File: src/dfr_pkg.sv
// ----------------------------------------------------------------------------
// dfr_pkg
// Shared types, constants, the CRC-16/MODBUS byte update and a saturating
// increment for the delimited frame receiver.
// ----------------------------------------------------------------------------
package dfr_pkg;

	localparam int MAX_FRAME_BYTES = 64;
	localparam int QUEUE_SLOTS     = 4;

	localparam logic [7:0]  END_BYTE_RST = 8'd10;
	localparam logic [15:0] CRC_INIT     = 16'hFFFF;
	localparam logic [15:0] CRC_POLY     = 16'hA001;
	localparam logic [15:0] CNT_MAX      = 16'hFFFF;

	typedef enum logic [1:0] {
		K_BYTE  = 2'd0,
		K_POP   = 2'd1,
		K_CLEAR = 2'd2,
		K_NONE  = 2'd3
	} kind_t;

	typedef enum logic [2:0] {
		ST_OK       = 3'd0,
		ST_OVERFLOW = 3'd1,
		ST_CRC_ERR  = 3'd2,
		ST_FMT_ERR  = 3'd3,
		ST_EMPTY    = 3'd4
	} status_t;

	typedef enum logic [1:0] {
		S_IDLE,
		S_READ,
		S_EMIT
	} ctrl_state_t;

	typedef struct packed {
		logic accept;
		logic rd_load;
	} dp_cmd_t;

	typedef struct packed {
		logic out_free;
		logic pop_go;
		logic last_byte;
	} dp_sts_t;

	function automatic logic [15:0] crc16_byte(input logic [15:0] c_in, input logic [7:0] b);
		logic [15:0] c;
		c = c_in ^ {8'h00, b};
		for (int i = 0; i < 8; i++) begin
			if (c[0]) begin
				c = (c >> 1) ^ CRC_POLY;
			end else begin
				c = c >> 1;
			end
		end
		return c;
	endfunction

	function automatic logic [15:0] sat_inc(input logic [15:0] v);
		return (v == CNT_MAX) ? v : v + 16'd1;
	endfunction

endpackage

File: src/delimited_frame_receiver_crc16_queue_core.sv
// ----------------------------------------------------------------------------
// delimited_frame_receiver_crc16_queue_core
// Delimited frame receiver with CRC-16/MODBUS check and a frame queue.
// ----------------------------------------------------------------------------
// channel  signals                      role
// in       in_valid/in_stall, kind...   byte, pop or clear transaction
// out      out_valid/out_stall, status.. result transactions, in order
// cfg      cfg_we/cfg_data              end byte register write
//
// Byte, clear, empty pop and empty-payload pop transactions give one result
// each.
// A pop of n payload bytes gives n results: after the accept, each byte
// takes a memory read, then a result register load that out_stall can hold.
// A new input transaction is taken when idle and the result register is free
// or being taken; out_stall holds the block. No clearing pass after reset.
// ----------------------------------------------------------------------------
module delimited_frame_receiver_crc16_queue_core #(
	parameter int MAXB = dfr_pkg::MAX_FRAME_BYTES,
	parameter int QS   = dfr_pkg::QUEUE_SLOTS
) (
	input  logic        clk,
	input  logic        arst_n,
	input  logic        cfg_we,
	input  logic [7:0]  cfg_data,
	input  logic        in_valid,
	output logic        in_stall,
	input  logic [1:0]  kind,
	input  logic [7:0]  rx_byte,
	output logic        out_valid,
	input  logic        out_stall,
	output logic [2:0]  status,
	output logic [7:0]  data_byte,
	output logic        byte_valid,
	output logic        last,
	output logic [5:0]  frame_len,
	output logic [15:0] frame_crc,
	output logic [2:0]  frames_queued,
	output logic [6:0]  fill_index,
	output logic [15:0] ovf_events,
	output logic [15:0] crc_bad_events,
	output logic [15:0] runt_events,
	output logic [15:0] good_frames
);

	dfr_pkg::dp_cmd_t cmd;
	dfr_pkg::dp_sts_t sts;

	dfr_ctrl u_ctrl (
		.clk      (clk),
		.arst_n   (arst_n),
		.in_valid (in_valid),
		.in_stall (in_stall),
		.sts      (sts),
		.cmd      (cmd)
	);

	dfr_dpath #(
		.MAXB (MAXB),
		.QS   (QS)
	) u_dpath (
		.clk            (clk),
		.arst_n         (arst_n),
		.cmd            (cmd),
		.sts            (sts),
		.cfg_we         (cfg_we),
		.cfg_data       (cfg_data),
		.kind           (kind),
		.rx_byte        (rx_byte),
		.out_valid      (out_valid),
		.out_stall      (out_stall),
		.status         (status),
		.data_byte      (data_byte),
		.byte_valid     (byte_valid),
		.last           (last),
		.frame_len      (frame_len),
		.frame_crc      (frame_crc),
		.frames_queued  (frames_queued),
		.fill_index     (fill_index),
		.ovf_events     (ovf_events),
		.crc_bad_events (crc_bad_events),
		.runt_events    (runt_events),
		.good_frames    (good_frames)
	);

	a_accept_free: assert property (@(posedge clk) disable iff (!arst_n)
		(in_valid && !in_stall) |-> (!out_valid || !out_stall))
		else $error("input taken while result register blocked");

	a_accept_loads: assert property (@(posedge clk) disable iff (!arst_n)
		(in_valid && !in_stall && kind != dfr_pkg::K_POP) |=> out_valid)
		else $error("no result after non-pop transaction");

	a_byte_ok: assert property (@(posedge clk) disable iff (!arst_n)
		(out_valid && byte_valid) |-> (status == dfr_pkg::ST_OK && frame_len != 6'd0))
		else $error("payload byte with bad status or length");

endmodule

File: src/dfr_ctrl.sv
// ----------------------------------------------------------------------------
// dfr_ctrl
// Sequencer: takes input transactions when idle, then walks the payload
// read-out of a popped frame one byte per result.
// ----------------------------------------------------------------------------
module dfr_ctrl (
	input  logic              clk,
	input  logic              arst_n,
	input  logic              in_valid,
	output logic              in_stall,
	input  dfr_pkg::dp_sts_t  sts,
	output dfr_pkg::dp_cmd_t  cmd
);

	dfr_pkg::ctrl_state_t state_q, state_nxt;

	always_ff @(posedge clk or negedge arst_n) begin
		if (!arst_n) begin
			state_q <= dfr_pkg::S_IDLE;
		end else begin
			state_q <= state_nxt;
		end
	end

	always_comb begin
		state_nxt   = state_q;
		in_stall    = 1'b1;
		cmd.accept  = 1'b0;
		cmd.rd_load = 1'b0;
		case (state_q)
			dfr_pkg::S_IDLE: begin
				in_stall   = !sts.out_free;
				cmd.accept = in_valid && sts.out_free;
				if (cmd.accept && sts.pop_go) begin
					state_nxt = dfr_pkg::S_READ;
				end
			end
			dfr_pkg::S_READ: begin
				state_nxt = dfr_pkg::S_EMIT;
			end
			dfr_pkg::S_EMIT: begin
				if (sts.out_free) begin
					cmd.rd_load = 1'b1;
					state_nxt   = sts.last_byte ? dfr_pkg::S_IDLE : dfr_pkg::S_READ;
				end
			end
			default: begin
				state_nxt = dfr_pkg::S_IDLE;
			end
		endcase
	end

endmodule

File: src/dfr_dpath.sv
// ----------------------------------------------------------------------------
// dfr_dpath
// Frame assembly with running CRC, slot memory, queue pointers, event
// counters and the result register.
// ----------------------------------------------------------------------------
module dfr_dpath #(
	parameter int MAXB = dfr_pkg::MAX_FRAME_BYTES,
	parameter int QS   = dfr_pkg::QUEUE_SLOTS
) (
	input  logic              clk,
	input  logic              arst_n,
	input  dfr_pkg::dp_cmd_t  cmd,
	output dfr_pkg::dp_sts_t  sts,
	input  logic              cfg_we,
	input  logic [7:0]        cfg_data,
	input  logic [1:0]        kind,
	input  logic [7:0]        rx_byte,
	output logic              out_valid,
	input  logic              out_stall,
	output logic [2:0]        status,
	output logic [7:0]        data_byte,
	output logic              byte_valid,
	output logic              last,
	output logic [5:0]        frame_len,
	output logic [15:0]       frame_crc,
	output logic [2:0]        frames_queued,
	output logic [6:0]        fill_index,
	output logic [15:0]       ovf_events,
	output logic [15:0]       crc_bad_events,
	output logic [15:0]       runt_events,
	output logic [15:0]       good_frames
);

	// one spare physical slot so assembly never overwrites a queued frame
	localparam int PS   = QS + 1;
	localparam int PW   = $clog2(PS);
	localparam int IW   = $clog2(MAXB);
	localparam int CNTW = $clog2(MAXB + 1);
	localparam int OW   = $clog2(QS + 1);
	localparam int MD   = PS * (2 ** IW);

	logic [7:0]      end_byte_q;
	logic [CNTW-1:0] cnt_q, cnt_nxt;
	logic            disc_q, disc_nxt;
	logic [15:0]     crc_q, crc_d1_q, crc_d2_q;
	logic [15:0]     crc_nxt, crc_d1_nxt, crc_d2_nxt;
	logic [7:0]      p1_q, p2_q, p1_nxt, p2_nxt;
	logic [PW-1:0]   rp_q, wp_q, rp_nxt, wp_nxt;
	logic [OW-1:0]   occ_q, occ_nxt;
	logic [15:0]     ovf_q, crce_q, fmt_q, tot_q;
	logic [15:0]     ovf_nxt, crce_nxt, fmt_nxt, tot_nxt;
	logic [IW-1:0]   len_mem [PS];
	logic [15:0]     crc_mem [PS];
	logic [7:0]      pay_mem [MD];
	logic [7:0]      rdata_q;
	logic [PW-1:0]   pslot_q;
	logic [IW-1:0]   plen_q, idx_q;
	logic [15:0]     pcrc_q;

	logic            mem_we, push, pop, frame_rst;
	logic [IW-1:0]   new_len;
	logic [2:0]      res_status;
	logic            res_load;
	logic [IW-1:0]   res_len;
	logic [15:0]     res_crc;
	logic            is_byte, is_pop, is_clear;
	logic            vld_q;

	assign is_byte  = cmd.accept && (kind == dfr_pkg::K_BYTE);
	assign is_pop   = cmd.accept && (kind == dfr_pkg::K_POP);
	assign is_clear = cmd.accept && (kind == dfr_pkg::K_CLEAR);

	always_comb begin
		cnt_nxt    = cnt_q;
		disc_nxt   = disc_q;
		crc_nxt    = crc_q;
		crc_d1_nxt = crc_d1_q;
		crc_d2_nxt = crc_d2_q;
		p1_nxt     = p1_q;
		p2_nxt     = p2_q;
		rp_nxt     = rp_q;
		wp_nxt     = wp_q;
		occ_nxt    = occ_q;
		ovf_nxt    = ovf_q;
		crce_nxt   = crce_q;
		fmt_nxt    = fmt_q;
		tot_nxt    = tot_q;
		mem_we     = 1'b0;
		push       = 1'b0;
		pop        = 1'b0;
		frame_rst  = 1'b0;
		new_len    = IW'(cnt_q - CNTW'(2));
		res_status = dfr_pkg::ST_OK;
		res_load   = cmd.accept;
		res_len    = '0;
		res_crc    = '0;
		if (is_byte) begin
			if (disc_q) begin
				if (rx_byte == end_byte_q) begin
					disc_nxt = 1'b0;
				end
			end else if (cnt_q >= CNTW'(MAXB)) begin
				ovf_nxt    = dfr_pkg::sat_inc(ovf_q);
				disc_nxt   = 1'b1;
				frame_rst  = 1'b1;
				res_status = dfr_pkg::ST_OVERFLOW;
			end else begin
				mem_we = 1'b1;
				if (rx_byte == end_byte_q) begin
					frame_rst = 1'b1;
					if (cnt_q < CNTW'(2)) begin
						fmt_nxt    = dfr_pkg::sat_inc(fmt_q);
						res_status = dfr_pkg::ST_FMT_ERR;
					end else if ({p1_q, p2_q} != crc_d2_q) begin
						crce_nxt   = dfr_pkg::sat_inc(crce_q);
						res_status = dfr_pkg::ST_CRC_ERR;
					end else if (occ_q >= OW'(QS)) begin
						ovf_nxt    = dfr_pkg::sat_inc(ovf_q);
						res_status = dfr_pkg::ST_OVERFLOW;
					end else begin
						push    = 1'b1;
						wp_nxt  = (wp_q == PW'(PS - 1)) ? '0 : wp_q + PW'(1);
						occ_nxt = occ_q + OW'(1);
						tot_nxt = dfr_pkg::sat_inc(tot_q);
					end
				end else begin
					cnt_nxt    = cnt_q + CNTW'(1);
					crc_nxt    = dfr_pkg::crc16_byte(crc_q, rx_byte);
					crc_d1_nxt = crc_q;
					crc_d2_nxt = crc_d1_q;
					p1_nxt     = rx_byte;
					p2_nxt     = p1_q;
				end
			end
		end else if (is_pop) begin
			if (occ_q == '0) begin
				res_status = dfr_pkg::ST_EMPTY;
			end else begin
				pop     = 1'b1;
				rp_nxt  = (rp_q == PW'(PS - 1)) ? '0 : rp_q + PW'(1);
				occ_nxt = occ_q - OW'(1);
				res_crc = crc_mem[rp_q];
				if (len_mem[rp_q] != '0) begin
					res_load = 1'b0;
				end
			end
		end else if (is_clear) begin
			frame_rst = 1'b1;
			disc_nxt  = 1'b0;
			rp_nxt    = '0;
			wp_nxt    = '0;
			occ_nxt   = '0;
		end
		if (frame_rst) begin
			cnt_nxt    = '0;
			crc_nxt    = dfr_pkg::CRC_INIT;
			crc_d1_nxt = dfr_pkg::CRC_INIT;
			crc_d2_nxt = dfr_pkg::CRC_INIT;
		end
		if (cmd.rd_load) begin
			res_load = 1'b1;
			res_len  = plen_q;
			res_crc  = pcrc_q;
		end
	end

	always_ff @(posedge clk or negedge arst_n) begin
		if (!arst_n) begin
			end_byte_q <= dfr_pkg::END_BYTE_RST;
			cnt_q      <= '0;
			disc_q     <= 1'b0;
			crc_q      <= dfr_pkg::CRC_INIT;
			crc_d1_q   <= dfr_pkg::CRC_INIT;
			crc_d2_q   <= dfr_pkg::CRC_INIT;
			p1_q       <= '0;
			p2_q       <= '0;
			rp_q       <= '0;
			wp_q       <= '0;
			occ_q      <= '0;
			ovf_q      <= '0;
			crce_q     <= '0;
			fmt_q      <= '0;
			tot_q      <= '0;
			vld_q      <= 1'b0;
		end else begin
			if (cfg_we) begin
				end_byte_q <= cfg_data;
			end
			cnt_q    <= cnt_nxt;
			disc_q   <= disc_nxt;
			crc_q    <= crc_nxt;
			crc_d1_q <= crc_d1_nxt;
			crc_d2_q <= crc_d2_nxt;
			p1_q     <= p1_nxt;
			p2_q     <= p2_nxt;
			rp_q     <= rp_nxt;
			wp_q     <= wp_nxt;
			occ_q    <= occ_nxt;
			ovf_q    <= ovf_nxt;
			crce_q   <= crce_nxt;
			fmt_q    <= fmt_nxt;
			tot_q    <= tot_nxt;
			if (res_load) begin
				vld_q <= 1'b1;
			end else if (!out_stall) begin
				vld_q <= 1'b0;
			end
		end
	end

	// payload memory and slot descriptors
	always_ff @(posedge clk) begin
		if (mem_we) begin
			pay_mem[{wp_q, cnt_q[IW-1:0]}] <= rx_byte;
		end
		rdata_q <= pay_mem[{pslot_q, idx_q}];
		if (push) begin
			len_mem[wp_q] <= new_len;
			crc_mem[wp_q] <= crc_d2_q;
		end
	end

	always_ff @(posedge clk) begin
		if (pop) begin
			pslot_q <= rp_q;
			plen_q  <= len_mem[rp_q];
			pcrc_q  <= crc_mem[rp_q];
			idx_q   <= '0;
		end else if (cmd.rd_load) begin
			idx_q <= idx_q + IW'(1);
		end
	end

	// result register
	always_ff @(posedge clk) begin
		if (res_load) begin
			status         <= res_status;
			data_byte      <= cmd.rd_load ? rdata_q : 8'h00;
			byte_valid     <= cmd.rd_load;
			last           <= cmd.rd_load ? sts.last_byte : 1'b1;
			frame_len      <= 6'(res_len);
			frame_crc      <= res_crc;
			frames_queued  <= 3'(occ_nxt);
			fill_index     <= 7'(cnt_nxt);
			ovf_events     <= ovf_nxt;
			crc_bad_events <= crce_nxt;
			runt_events    <= fmt_nxt;
			good_frames    <= tot_nxt;
		end
	end

	assign out_valid     = vld_q;
	assign sts.out_free  = !vld_q || !out_stall;
	assign sts.pop_go    = is_pop && (occ_q != '0) && (len_mem[rp_q] != '0);
	assign sts.last_byte = (idx_q == plen_q - IW'(1));

endmodule
File: config.mk
export PLATFORM = sky130hd
export DESIGN_NAME = delimited_frame_receiver_crc16_queue_core
export DESIGN_NICKNAME = d
export VERILOG_FILES = /design/src/dfr_pkg.sv /design/src/delimited_frame_receiver_crc16_queue_core.sv /design/src/dfr_ctrl.sv /design/src/dfr_dpath.sv
export SDC_FILE = /design/constraint.sdc
export NUM_CORES = 2
export LEC_CHECK = 0
export BUFFER_PORTS_ARGS = -buffer_cell sky130_fd_sc_hd__buf_2
export CORE_MARGIN = 3
export CORE_UTILIZATION = 50
export CTS_CLUSTER_DIAMETER = 150
export DETAILED_ROUTE_END_ITERATION = 10
export GPL_ROUTABILITY_DRIVEN = 1
export PLACE_DENSITY = 0.64
export SLEW_MARGIN = 15
export SYNTH_ARGS = -nofsm -noshare
export SYNTH_HDL_FRONTEND = slang
export SYNTH_SLANG_ARGS = --single-unit
File: constraint.sdc
create_clock -name clk -period 11.14 [get_ports clk]
set_clock_uncertainty 0.1 [all_clocks]
set_input_delay 1.114 -clock clk [delete_from_list [all_inputs] [get_ports clk]]
set_output_delay 1.114 -clock clk [all_outputs]
set_load 0.1 [all_outputs]
==> flow_summary.html <==
<table>
<tr><th>Metric</th><th>Value</th></tr>
<tr><th colspan="2">STA</th></tr>
<tr><td>Highest clock rate</td><td>204 MHz</td></tr>
<tr><td>Shortest clock period the worst path allows after layout</td><td>4.89 ns</td></tr>
<tr><td>Setup TNS</td><td>0 ns</td></tr>
<tr><td>Final worst path period share</td><td>43.9%</td></tr>
<tr><td>Final slew viol count</td><td>0</td></tr>
<tr><td>Minimum hold slack</td><td>0.0860 ns</td></tr>
<tr><td>Final number of setup-violating endpoints</td><td>0</td></tr>
<tr><td>Final count of hold timing violations</td><td>0</td></tr>
<tr><td>RSZ-0062 raised after global routing</td><td>no</td></tr>
<tr><td>Slew at the pin closest to its max-slew limit</td><td>1.23 ns</td></tr>
<tr><td>Slew margin rel.</td><td>18.1%</td></tr>
<tr><td>Crit path setup slack, layout</td><td>6.25 ns</td></tr>
<tr><th colspan="2">Yosys</th></tr>
<tr><td>Number of enable-type register cells in the synthesized netlist</td><td>2,804</td></tr>
<tr><td>Fraction of the yosys area taken by sequential cells</td><td>76.3%</td></tr>
<tr><td>#FFs+latches synth</td><td>2,964</td></tr>
<tr><td>Mapped Area</td><td>116,000 sq um</td></tr>
<tr><td>Nets in the synthesized netlist</td><td>5,704</td></tr>
<tr><td>Most frequent cell after synthesis</td><td>sky130_fd_sc_hd__edfxtp_1</td></tr>
<tr><td>Largest cells by area after synthesis</td><td>sky130_fd_sc_hd__edfxtp_1 73%, sky130_fd_sc_hd__mux4_2 13%, sky130_fd_sc_hd__dfrtp_1 2.3%, sky130_fd_sc_hd__nor2_1 1.3%, sky130_fd_sc_hd__mux2i_1 1.2%</td></tr>
<tr><td>Post-synth cell types</td><td>88</td></tr>
<tr><td>Average footprint of a synthesized cell</td><td>20.4 sq um</td></tr>
<tr><td>Ranking of synthesized cells by instance count</td><td>2,804 x sky130_fd_sc_hd__edfxtp_1, 650 x sky130_fd_sc_hd__mux4_2, 402 x sky130_fd_sc_hd__nor2_1</td></tr>
<tr><td>Cells after Synth</td><td>5,662</td></tr>
<tr><td>Async set-or-reset flop fraction in the synthesized netlist</td><td>4.93%</td></tr>
<tr><td>Dominant cell type by area after synthesis</td><td>sky130_fd_sc_hd__edfxtp_1</td></tr>
<tr><td>Prevailing post-synth register cell</td><td>sky130_fd_sc_hd__edfxtp_1</td></tr>
<tr><td>Warning count from the yosys run</td><td>0</td></tr>
<tr><td>Area share of the largest cell type after synthesis</td><td>72.9%</td></tr>
<tr><th colspan="2">Worst setup path</th></tr>
<tr><td>Slowest cell on crit path</td><td>sky130_fd_sc_hd__dfrtp_2</td></tr>
<tr><td>Delay of the slowest critical-path stage</td><td>0.94 ns</td></tr>
<tr><td>Critical Path Fanout Max</td><td>58</td></tr>
<tr><td>Start of the worst register-to-register path</td><td>u_dpath.rp_q[0]</td></tr>
<tr><td>Cell Chain, Critical Path</td><td>mux4_2 -&gt; mux2_2 -&gt; or4_1 -&gt; o31ai_1 -&gt; a211o_4 -&gt; buf_4</td></tr>
<tr><td>Start-to-end type of the worst setup path</td><td>flip-flop to flip-flop</td></tr>
<tr><td>Crit path arrival time</td><td>5.34 ns</td></tr>
<tr><td>Critical Path RT</td><td>11.58 ns</td></tr>
<tr><td>Reg-to-reg slack, setup</td><td>6.25 ns</td></tr>
<tr><td>Worst setup SP type</td><td>flip-flop</td></tr>
<tr><td>Worst Reg-to-Reg Cells</td><td>6</td></tr>
<tr><td>Sort of element at the end of the critical path</td><td>flip-flop</td></tr>
<tr><td>Endpoint of the worst-slack reg-to-reg timing path</td><td>u_dpath.crc_bad_events[8]</td></tr>
<tr><th colspan="2">Die</th></tr>
<tr><td>I/O pin count</td><td>134</td></tr>
<tr><td>Die Ht</td><td>487 microns</td></tr>
<tr><td>Die area</td><td>237,000 sq um</td></tr>
<tr><td>Initial core utilization</td><td>50.6%</td></tr>
<tr><td>Core Region</td><td>229,000 sq um</td></tr>
<tr><td>Overall die width</td><td>487 microns</td></tr>
<tr><td>Site Rows</td><td>175</td></tr>
<tr><th colspan="2">Power</th></tr>
<tr><td>Leak</td><td>41.1 nW</td></tr>
<tr><td>Power density of the placed cells</td><td>244 nW/um^2</td></tr>
<tr><td>Pwr Total</td><td>31.5 mW</td></tr>
<tr><td>Worst IR Drop VDD</td><td>0.358 mV</td></tr>
<tr><th colspan="2">Cells and area</th></tr>
<tr><td>Filler-free cell count of the finished design</td><td>9,164</td></tr>
<tr><td>Signed area change from the synthesized netlist to the final layout</td><td>11.8%</td></tr>
<tr><td>Share of layout cells above drive strength 1</td><td>24.6%</td></tr>
<tr><td>Core occupancy in the finished layout</td><td>56.5%</td></tr>
<tr><td>Post-layout instance area</td><td>129,000 sq um</td></tr>
<tr><td>Layout filler cell count</td><td>17,100</td></tr>
<tr><td>Net total in the final layout</td><td>5,961</td></tr>
<tr><th colspan="2">Run</th></tr>
<tr><td>Total of max-cap violations</td><td>0</td></tr>
<tr><th colspan="2">Place</th></tr>
<tr><td>Pre-CTS setup slack</td><td>6.05 ns</td></tr>
<tr><td>Placed wire-length estimate</td><td>182,000 microns</td></tr>
<tr><td>Port Buf Inserts</td><td>133</td></tr>
<tr><td>Instance area after placement</td><td>120,000 sq um</td></tr>
<tr><td>RD Place Congestion</td><td>0.852</td></tr>
<tr><td>Placed Cells incl. Taps</td><td>8,612</td></tr>
<tr><th colspan="2">Global routing</th></tr>
<tr><td>Residual overflow from global routing</td><td>0</td></tr>
<tr><td>Number of antenna violations at the first check in global routing</td><td>13</td></tr>
<tr><td>Global Route Usage Sum</td><td>25.9%</td></tr>
<tr><td>Vias in the first global route</td><td>58,500</td></tr>
<tr><td>Global-route wire length before repair</td><td>437,000 microns</td></tr>
<tr><td>Maximum number of pins on one net before global-route repair</td><td>186</td></tr>
<tr><th colspan="2">CTS</th></tr>
<tr><td>Count of buffers added by post-CTS timing repair for setup</td><td>0</td></tr>
<tr><td>Clock tree from TritonCTS</td><td>built</td></tr>
<tr><td>Root buffer selected by CTS</td><td>sky130_fd_sc_hd__clkbuf_16</td></tr>
<tr><td>Total CTS buffers</td><td>314</td></tr>
<tr><td>Deepest clock path buffer count</td><td>4</td></tr>
<tr><td>Number of clock sinks</td><td>2,964</td></tr>
<tr><td>Number of H-tree branching levels</td><td>5</td></tr>
<tr><td>Clock latency on the worst-skew pair</td><td>0.94 ns</td></tr>
<tr><td>Clock slew at the register clock pins of the worst setup and hold paths</td><td>0.06 ns</td></tr>
<tr><td># resized after CTS</td><td>0</td></tr>
<tr><td>CTS Hold Buffers Added</td><td>0</td></tr>
<tr><th colspan="2">Routing</th></tr>
<tr><td>Average routed wire per standard cell</td><td>33.5 microns</td></tr>
<tr><td>Number of DRC markers in iteration 0</td><td>7,501</td></tr>
<tr><td>Average via count per standard cell</td><td>6.43</td></tr>
<tr><td>Final Routed Wirelength</td><td>307,000 microns</td></tr>
<tr><td>Final antenna-violating net count</td><td>0</td></tr>
<tr><td>Routed vias</td><td>58,900</td></tr>
<tr><td>First-pass iteration count of the detailed router</td><td>6</td></tr>
<tr><td>Residual DRC count</td><td>0</td></tr>
<tr><th colspan="2">Hold path</th></tr>
<tr><td>Path class of the lowest-slack min-delay path</td><td>primary input to asynchronous set/reset pin</td></tr>
<tr><th colspan="2">Run status</th></tr>
<tr><td>Result of the run</td><td>finished clean</td></tr>
</table>
where the power goes:
group / switching (mW) / internal [mW] / total (mW)
logic: 5.76 / 3.09 / 8.85
clock network: 4.14 / 5.71 / 9.85
registers: 0.280 / 12.5 / 12.8
total: 10.2 / 21.3 / 31.5
cells by family (layout without fill, tap and decap cells):
family / after synthesis / in the layout / share of synthesized area [%]
DFF: 2964 / 2964 / 76.3
muxes: 852 / 852 / 14.5
AOI/OAI and AO/OA: 463 / 463 / 2.93
buffers and inverters: 364 / 853 / 1.69
other: 0 / 4 / 0
xor gates and xnor gates: 107 / 107 / 0.823
and+or+nand+nor: 893 / 893 / 3.51
adders and majority gates: 19 / 19 / 0.206
worst max-delay path, delay by kind of cell, from the launching register on:
family | cells | cell delay (ns)
compound gates | 2 | 1.19
buf+inv | 1 | 0.77
flops | 1 | 0.94
mux | 2 | 0.90
simple gates | 1 | 0.52
flip-flops by register name (all words and copies together) (netlist names), 8 cells and up:
name	cells
u_dpath.pay_mem	2560
u_dpath.crc_mem	80
u_dpath.len_mem	30
u_dpath.crc_bad_events	16
u_dpath.crc_d2_q	16
u_dpath.crce_q	16
u_dpath.fmt_q	16
u_dpath.frame_crc	16
u_dpath.good_frames	16
u_dpath.ovf_events	16
u_dpath.ovf_q	16
u_dpath.pcrc_q	16
u_dpath.runt_events	16
u_dpath.tot_q	16
u_dpath.crc_d1_q	11
u_dpath.crc_q	11
u_dpath.data_byte	8
u_dpath.end_byte_q	8
u_dpath.p1_q	8
u_dpath.p2_q	8
u_dpath.rdata_q	8
placed cells by master (no fill, tap or decap), types with 18 or more instances in the layout:
cell	count
sky130_fd_sc_hd__o21ai_0	34
sky130_fd_sc_hd__clkbuf_16	319
sky130_fd_sc_hd__xnor2_1	66
sky130_fd_sc_hd__o22a_1	28
sky130_fd_sc_hd__mux4_2	650
sky130_fd_sc_hd__buf_2	124
sky130_fd_sc_hd__nand2_1	194
sky130_fd_sc_hd__nor3_1	29
sky130_fd_sc_hd__clkinv_2	48
sky130_fd_sc_hd__a21oi_1	70
sky130_fd_sc_hd__and3_1	18
sky130_fd_sc_hd__nand3_1	56
sky130_fd_sc_hd__edfxtp_1	2804
sky130_fd_sc_hd__nand4_1	42
sky130_fd_sc_hd__inv_1	27
sky130_fd_sc_hd__a221oi_1	24
sky130_fd_sc_hd__xor2_1	40
sky130_fd_sc_hd__clkinv_1	42
sky130_fd_sc_hd__mux2_2	64
sky130_fd_sc_hd__a22oi_1	106
sky130_fd_sc_hd__and2_1	29
sky130_fd_sc_hd__dfrtp_1	105
sky130_fd_sc_hd__a22o_1	41
sky130_fd_sc_hd__ha_1	19
sky130_fd_sc_hd__dfstp_2	40
sky130_fd_sc_hd__a31oi_1	20
sky130_fd_sc_hd__nor4_1	23
sky130_fd_sc_hd__buf_4	129
sky130_fd_sc_hd__clkbuf_1	89
sky130_fd_sc_hd__mux2i_1	135
sky130_fd_sc_hd__nor2_1	398
layout make-up:
class	instances	area, sq um	area share [%]
antenna	4	10.0	0.00775
clock buffer	423	8520	6.59
clock inverter	125	1040	0.805
inverter	33	129	0.0997
multi-input combinational	2334	25600	19.8
sequential	2964	88200	68.3
tap	3009	3760	2.91
timing repair buffer	272	1920	1.49
metal layers:
metal	GRT usage (%)	up-vias	share of wire, %
li1	-	23800	-
met1	37.2	31500	40
met2	40.1	3035	47
met3	5.12	600	9.4
met4	9.05	14	3.9
met5	0	-	0.029
worst max path at each step:
stage | end | slack [ns] | from
detailed placement | u_dpath.crc_mem[3][3] | 6.05 | rx_byte[2]
CTS | u_dpath.crc_bad_events[1] | 6.18 | u_dpath.rp_q[0]
finish | u_dpath.crc_bad_events[8] | 6.25 | u_dpath.rp_q[0]
global placement | u_dpath.crc_mem[3][15] | 5.71 | rx_byte[2]
floorplan | u_dpath.byte_valid | 6.17 | u_dpath.rp_q[0]
global route | u_dpath.data_byte[5] | 5.97 | u_dpath.rp_q[0]
Note: power is estimated with default switching activity, not from simulation.
